--- config.mk ---
export PLATFORM = sky130hd
export DESIGN_NAME = adl_key_unit
export DESIGN_NICKNAME = d
export VERILOG_FILES = /design/src/hdl/archive_directory_lookup_macros.svh /design/src/hdl/adl_pkg.sv /design/src/hdl/adl_key_unit.sv
export SDC_FILE = /design/constraint.sdc
export NUM_CORES = 1
export LEC_CHECK = 0
export ABC_AREA = 1
export BUFFER_PORTS_ARGS = -buffer_cell sky130_fd_sc_hd__buf_4
export CAP_MARGIN = 20
export CELL_PAD_IN_SITES_DETAIL_PLACEMENT = 1
export CELL_PAD_IN_SITES_GLOBAL_PLACEMENT = 2
export CORE_ASPECT_RATIO = 1.1
export CORE_MARGIN = 1
export CORE_UTILIZATION = 36
export DETAILED_ROUTE_END_ITERATION = 7
export PLACE_DENSITY_LB_ADDON = 0.15
export SLEW_MARGIN = 20
export SYNTH_ARGS = -nofsm -noshare
export SYNTH_HDL_FRONTEND = slang
export SYNTH_SLANG_ARGS = --single-unit
--- constraint.sdc ---
create_clock -name clk -period 7.5 [get_ports clk]
set_input_delay 0.75 -clock clk [delete_from_list [all_inputs] [get_ports clk]]
set_output_delay 0.75 -clock clk [all_outputs]
set_load 0.02 [all_outputs]
--- src/hdl/archive_directory_lookup_macros.svh ---
// ----------------------------------------------------------------------------
// archive directory lookup assertion macros
// shared property forms for the lookup block checks
// ----------------------------------------------------------------------------
`ifndef ARCHIVE_DIRECTORY_LOOKUP_MACROS_SVH
`define ARCHIVE_DIRECTORY_LOOKUP_MACROS_SVH

// same-cycle implication
`define ADL_ASSERT_IMP(label, clk, rst, ante, cons) \
  label: assert property (@(posedge clk) disable iff (rst) (ante) |-> (cons)) \
    else $error("adl check failed");

// next-cycle implication
`define ADL_ASSERT_NXT(label, clk, rst, ante, cons) \
  label: assert property (@(posedge clk) disable iff (rst) (ante) |=> (cons)) \
    else $error("adl check failed");

`endif

--- src/hdl/adl_pkg.sv ---
// ----------------------------------------------------------------------------
// adl_pkg
// types and constants of the archive directory lookup block
// ----------------------------------------------------------------------------
package adl_pkg;

  localparam int NAME_CHARS = 12;
  localparam int NAME_BITS  = 8 * NAME_CHARS;
  localparam int HASH_STEPS = 3;
  localparam int TALK_STEPS = 6;

  localparam logic [7:0]  ASCII_ZERO  = 8'h30;
  localparam logic [7:0]  LOWER_A     = 8'h61;
  localparam logic [7:0]  LOWER_Z     = 8'h7a;
  localparam logic [7:0]  CASE_GAP    = 8'h20;
  localparam logic [31:0] ENTRY_BIAS  = 32'd6;
  localparam logic [31:0] ENTRY_BYTES = 32'd12;

  localparam logic ACT_LOAD   = 1'b0;
  localparam logic ACT_LOOKUP = 1'b1;

  localparam logic REG_TALK_MODE   = 1'b0;
  localparam logic REG_ENTRY_COUNT = 1'b1;

  typedef enum logic [2:0] {
    S_IDLE,
    S_KEY,
    S_PROBE,
    S_LOAD,
    S_START,
    S_END,
    S_DONE
  } state_t;

  typedef struct packed {
    logic start;
    logic talk_mode;
  } key_req_t;

  typedef struct packed {
    logic [31:0] id;
    logic [31:0] offset;
    logic [31:0] length;
  } dir_row_t;

  localparam int DIR_ROW_W = $bits(dir_row_t);

endpackage

--- src/hdl/adl_key_unit.sv ---
// ----------------------------------------------------------------------------
// adl_key_unit
// name id unit: uppercases the name, then builds the id one step a cycle
// with an adder shared by both modes (rotate-add hash or decimal talk id)
// ----------------------------------------------------------------------------
module adl_key_unit (
  input  logic             clk,
  input  logic             rst,
  input  adl_pkg::key_req_t req,
  input  logic [31:0]      word_0,
  input  logic [31:0]      word_1,
  input  logic [31:0]      word_2,
  output logic             done,
  output logic [31:0]      key
);
  import adl_pkg::*;

  logic [NAME_BITS-1:0] prepared;
  logic [NAME_BITS-1:0] chars;
  logic [31:0]          acc;
  logic [31:0]          acc_next;
  logic [31:0]          pre;
  logic [31:0]          addend;
  logic [31:0]          digit;
  logic [2:0]           step;
  logic                 busy;
  logic                 talk;
  logic                 last;
  logic                 stop_early;

  // name ends at the first zero byte, a..z uppercased
  always_comb begin
    logic                 ended;
    logic [7:0]           c;
    logic [NAME_BITS-1:0] raw;
    ended = 1'b0;
    raw   = {word_2, word_1, word_0};
    prepared = '0;
    for (int i = 0; i < NAME_CHARS; i++) begin
      c = raw[8*i +: 8];
      if (c == 8'h00) begin
        ended = 1'b1;
      end
      if (ended) begin
        c = 8'h00;
      end
      if (c >= LOWER_A && c <= LOWER_Z) begin
        c = c - CASE_GAP;
      end
      prepared[8*i +: 8] = c;
    end
  end

  // shared step
  always_comb begin
    digit      = 32'(chars[7:0]) - 32'(ASCII_ZERO);
    pre        = talk ? ((acc << 3) + (acc << 1)) : {acc[30:0], acc[31]};
    addend     = talk ? digit : chars[31:0];
    acc_next   = pre + addend;
    last       = talk ? (step == 3'(TALK_STEPS - 1)) : (step == 3'(HASH_STEPS - 1));
    stop_early = !talk && (chars[7:0] == 8'h00);
    key        = acc;
  end

  always_ff @(posedge clk) begin
    if (rst) begin
      busy <= 1'b0;
      done <= 1'b0;
      step <= '0;
    end else begin
      done <= 1'b0;
      if (req.start) begin
        busy <= 1'b1;
        step <= '0;
      end else if (busy) begin
        if (stop_early || last) begin
          busy <= 1'b0;
          done <= 1'b1;
        end
        step <= step + 3'd1;
      end
    end
  end

  always_ff @(posedge clk) begin
    if (req.start) begin
      talk  <= req.talk_mode;
      chars <= prepared;
      acc   <= '0;
    end else if (busy && !stop_early) begin
      acc <= acc_next;
      if (!talk) begin
        chars <= chars >> 32;
      end else if (step == 3'd1) begin
        chars <= chars >> 16;
      end else begin
        chars <= chars >> 8;
      end
    end
  end

endmodule

Word-level counts from Yosys, hierarchy flattened
Index checks and enable logic that the tools add are counted.
{ "classes": {"add_sub_neg": 16, "magnitude_cmp": 24, "eq_ne": 3, "muxes": 47, "n_bitwise": 1, "n_reduce_logical": 33} }
{ "ops": {"columns": ["operator", "count"], "rows": [
  ["2-to-1 mux 8 bit", 24],
  ["2-to-1 mux 96 bit", 2],
  ["2-to-1 mux 88 bit", 2],
  ["logical NOT 8 bit", 13],
  ["greater-or-equal comparator 8 x 7 -> 1 bit, second input constant", 12],
  ["less-or-equal comparator 8 x 7 -> 1 bit, second input constant", 12],
  ["subtractor 8 x 6 -> 8 bit, second input constant", 12],
  ["adder 32 bit", 2],
  ["2-to-1 mux 32 bit", 2],
  ["2-to-1 mux 1 bit", 17],
  ["logical AND 1 bit", 14],
  ["subtractor 8 x 6 -> 9 bit, second input constant", 1],
  ["adder 3 x 1 -> 3 bit, second input constant", 1],
  ["== test 3 x 1 -> 1 bit, second input constant", 1],
  ["== test 3 x 2 -> 1 bit, second input constant", 1],
  ["== test 3 bit, second input constant", 1],
  ["OR reduction 3 bit", 1],
  ["logical NOT 1 bit", 2],
  ["nonzero test 2 bit", 1],
  ["OR reduction 2 bit", 1],
  ["logical OR 1 bit", 1],
  ["inverter 1 bit", 1]
]} }
{ "word_totals": {"ff_bits": 134, "inputBits": 100, "elab_cells": 130} }

Longest topological paths before layout
{ "logic_depth": {"depth_word": 18, "mapped_depth": 26, "depth_no_buf": 26} }

Worst setup path before layout
OpenSTA, ideal clock, no wires.
{ "synth_timing": {"path_kind": "register -> register", "start": "reg chars[4]", "end": "reg chars[0], enable pin", "arrival_ps": 3270, "setup_slack_ps": 3778, "stages_incl_launch_ff": 11, "path_buffers": 1, "path_cell_list": "edfxtp_1 -> inv_1 -> ha_1 -> inv_1 -> nor4_1 -> nand4_1 -> inv_1 -> nor2_1 -> clkbuf_1 -> nor2_1 -> inv_1"} }
{ "synth_between": {"elab_chain_cells": 5} }
{ "synth_rtl": {"columns": ["item", "line", "rtl"], "rows": [
  ["start, declared", "adl_key_unit.sv:19", "logic [NAME_BITS-1:0] chars;"],
  ["start signal, assigned", "adl_key_unit.sv:88", "chars <= prepared;"],
  ["start signal, assigned", "adl_key_unit.sv:93", "chars <= chars >> 32;"],
  ["start signal, assigned", "adl_key_unit.sv:95", "chars <= chars >> 16;"],
  ["logical NOT 8 bit", "adl_key_unit.sv:61", "stop_early = !talk && (chars[7:0] == 8'h00);"],
  ["logical AND 1 bit", "adl_key_unit.sv:61", null],
  ["logical NOT 1 bit", "adl_key_unit.sv:90", "end else if (busy && !stop_early) begin"],
  ["logical AND 1 bit", "adl_key_unit.sv:90", null],
  ["nonzero test 2 bit (no line)", null, null]
]} }
No other way between the ends.
A chain may end at the register's enable or synchronous reset.

Final worst setup path
{ "layout_timing": {"start": "reg talk", "end": "reg acc[18] (netlist: key[18])"} }
{ "layout_between": {"elab_chain_cells": 4} }
{ "layout_rtl": {"columns": ["item", "line", "rtl"], "rows": [
  ["start, declared", "adl_key_unit.sv:27", "logic talk;"],
  ["start signal, assigned", "adl_key_unit.sv:87", "talk <= req.talk_mode;"],
  ["parallel branches: the longest is 4 deep, another holds adder 32 bit", null, null],
  ["end signal, assigned", "adl_key_unit.sv:91", "acc <= acc_next;"],
  ["end, declared", "adl_key_unit.sv:20", "logic [31:0] acc;"]
]} }
Parallel ways; which one is timed is not known.

==> metrics <==
initial antenna violation count 0; vias per cell around 5.4; setup TNS 0 ns; Buffers on Ports 132; clk buf depth 2; Synthesized Nets 1,901; Slew Limit Fails 0; Vias 12,163; Setup Crit Path Kind reg -> reg; initial core utilization between 30% and 40%; Critical Path, Cell by Cell buf_4 -> clkinv_2 -> nor2_1 -> o21ai_0 -> xor2_1 -> inv_1 -> ha_1 -> nand2_1 -> o21ai_0 -> a21oi_1 -> o21ai_0 -> nand2_1 -> nand2_1 -> xor2_1 -> o21ai_0 -> inv_1; r2r setup slk ~3 ns; post-route cell area 13,800 um2; unrepaired setup endpoints after global routing no; hold slack 0.490 ns; first-pass GRT wire length 67,300 um; #FFs+latches synth 134; worst-path maximum fanout 59; outcome complete, no violations; CP max stage cell o21ai_0; CP max stage delay about 0.81 ns; Hold Crit Class in -> reg; Placeable Area approximately 32,000 um2; drt pass-1 iters 5; Mean Syn Cell Area 6.86 um2; CTS clk-pin slew, worst paths approximately 0.060 ns; worst skew pair latency 0.44 ns; clock root cell clkbuf_16; Async SR Flop Fraction 0%; Post-synth EDFFs 97; antenna cell count 0; Cell Rows 69; Layout Nets 1,992; Die Height between 150 and 200 um; RePlAce Congestion 0.875; GRT overflow 0; Num CTS Buffers 17; # IOs 133; Area growth syn-to-layout 16.6%; CTS tree yes; Max VDD drop 128 uV; Post-Syn Instances about 1,700; Req. time, crit path 7.83 ns; Main synth FF type edfxtp_1; DP HPWL 32,700 um; Clock Skew 0.00964 ns; Power Density between 200 and 250 nW/um2; fin cells 2,252; vias in the first global route 12,349; Syn Std Cell Area 11,800 um2; fmax 0.225 GHz; Setup Viol. Count Final 0; startpoint types flip-flop; die width 175 um; final hold violations 0; CTS Hold Bufs 0; placed insts 2,222; Leakage 6.46 nW; Clock Sinks 134; placed cell areas 13,200 um2; share of layout cells above drive strength 1 11.6%; GRT Util Overall 25.6%; register area 3650 um2; post-layout min period roughly 4.4 ns; area of the multi-input gates 7070 um2; MaxCap Viol Count 0; Critical Path AT ~4.8 ns; Least-Margin Pin Slew 1.00 ns; Final ANT Viol Nets 0; drc violations 0; Avg WL per Cell between 15 and 20 um; Worst setup EP type flip-flop; Slew headroom 32.6%; die area 33,600 um2; most used cell, CP o21ai_0; post_cts resized 0; synth warn 0; total wire length ~42,000 um; CTS H-tree depth 4; sequential share of the synthesized area about 30%; largest net degree at the start of global routing 85; DR iter-0 viols roughly 640; Post-CTS Setup Bufs 0; Layout fillers between 4,000 and 5,000; Period Utilization, post-route roughly three fifths; Tot Pwr roughly 3.2 mW; post-synth cell types 57
[cell usage after synthesis (4+ instances only)]
master | instances | area, um2
clkbuf_1 | 62 | 233
o31ai_1 | 5 | 37.5
nand4_4 | 4 | 85.1
nand2_1 | 329 | 1230
o211ai_1 | 8 | 60.1
edfxtp_1 | 97 | 2910
a31oi_1 | 12 | 75.1
inv_1 | 211 | 792
buf_1 | 6 | 22.5
nand2_2 | 6 | 37.5
ha_1 | 75 | 938
inv_2 | 8 | 30.0
o32ai_1 | 9 | 78.8
a211oi_1 | 4 | 30.0
a32o_1 | 4 | 40.0
o21ai_0 | 214 | 1070
nand4_1 | 16 | 100
o21ai_1 | 17 | 85.1
nor2_1 | 176 | 661
xnor2_1 | 14 | 123
nor4_1 | 9 | 56.3
o22ai_1 | 28 | 175
a21oi_1 | 184 | 921
dfxtp_1 | 37 | 741
a21o_1 | 10 | 75.1
a21boi_0 | 4 | 30.0
a22oi_1 | 8 | 60.1
o21bai_1 | 5 | 37.5
nand3_1 | 73 | 365
xor2_1 | 22 | 193
nor3_1 | 23 | 115
[registers in the layout, indices dropped and copies added (netlist names)]
name and flops:
busy 1, chars 96, done 1, key 32, step 3, talk 1
[area by class of cell]
| type | count | area share, % |
|---|---|---|
| Multi-Input combinational cell | 1298 | 51.2 |
| Sequential cell | 134 | 26.5 |
| Timing Repair Buffer | 144 | 7.83 |
| Inverter | 220 | 6.01 |
| Tap cell | 426 | 3.86 |
| Clock buffer | 17 | 3.08 |
| Clock inverter | 13 | 1.50 |
[path summary, 6_finish.rpt]
check	cells past startpoint	start	endpoint
setup / recovery	16	talk	key[18]
hold reg to reg	2	key[8]	key[8]
hold / removal	1	req[0]	talk
setup reg to reg	16	talk	key[18]
[cells by family (layout without fill, tap and decap cells)]
| family | after synthesis | after routing | share of synthesized area [%] |
|---|---|---|---|
| simple gates | 659 | 659 | 24.3 |
| flops | 134 | 134 | 30.9 |
| compound gates | 526 | 526 | 24.5 |
| xor+xnor | 36 | 36 | 2.66 |
| fa+ha+maj | 77 | 77 | 8.27 |
| buf+inv | 292 | 394 | 9.38 |
[critical path: cells and delay by family (launching register included)]
family / cells / cell delay (ns)
AOI/OAI and AO/OA: 5 / 1.77
buffers and inverters: 4 / 1.10
and+or+nand+nor: 4 / 0.57
adders and majority gates: 1 / 0.35
DFF: 1 / 0.32
xor gates and xnor gates: 2 / 0.21
[layout by cell type, fill, tap and decap left out, drive strengths merged, types with 6 or more instances in the layout]
master	count
a31oi	12
nand3	74
clkbuf	17
ha	75
nor3	26
nor2	183
a21o	10
a22oi	8
dfxtp	37
clkinv	6
buf	144
o32ai	9
inv	219
o21ai	232
o22ai	28
a21oi	184
xor2	22
nand4	20
edfxtp	97
o211ai	8
xnor2	14
nor4	9
nand2	336
[power by group]
group	internal, mW	total, mW	switching [mW]
Sequential	0.907	1.01	0.0995
Combinational	0.459	1.30	0.839
Clock	0.585	0.928	0.343
Total	1.95	3.23	1.28
[metrics by stage]
stage,worst slack (ns),util [%]
floorplan,3.78,-
global placement,3.06,40.8
detailed placement,3.06,40.8
CTS,3.04,42.7
global route,2.65,42.7
finish,3.06,42.7
[layer usage]
metal / global-route usage (%) / share of wire (%)
met3: 2.47 / 2.5
met4: 6.59 / 1.8
met2: 48.6 / 53
met1: 30.7 / 43
met5: 0 / 0
Power figures use the tool's default switching activity.
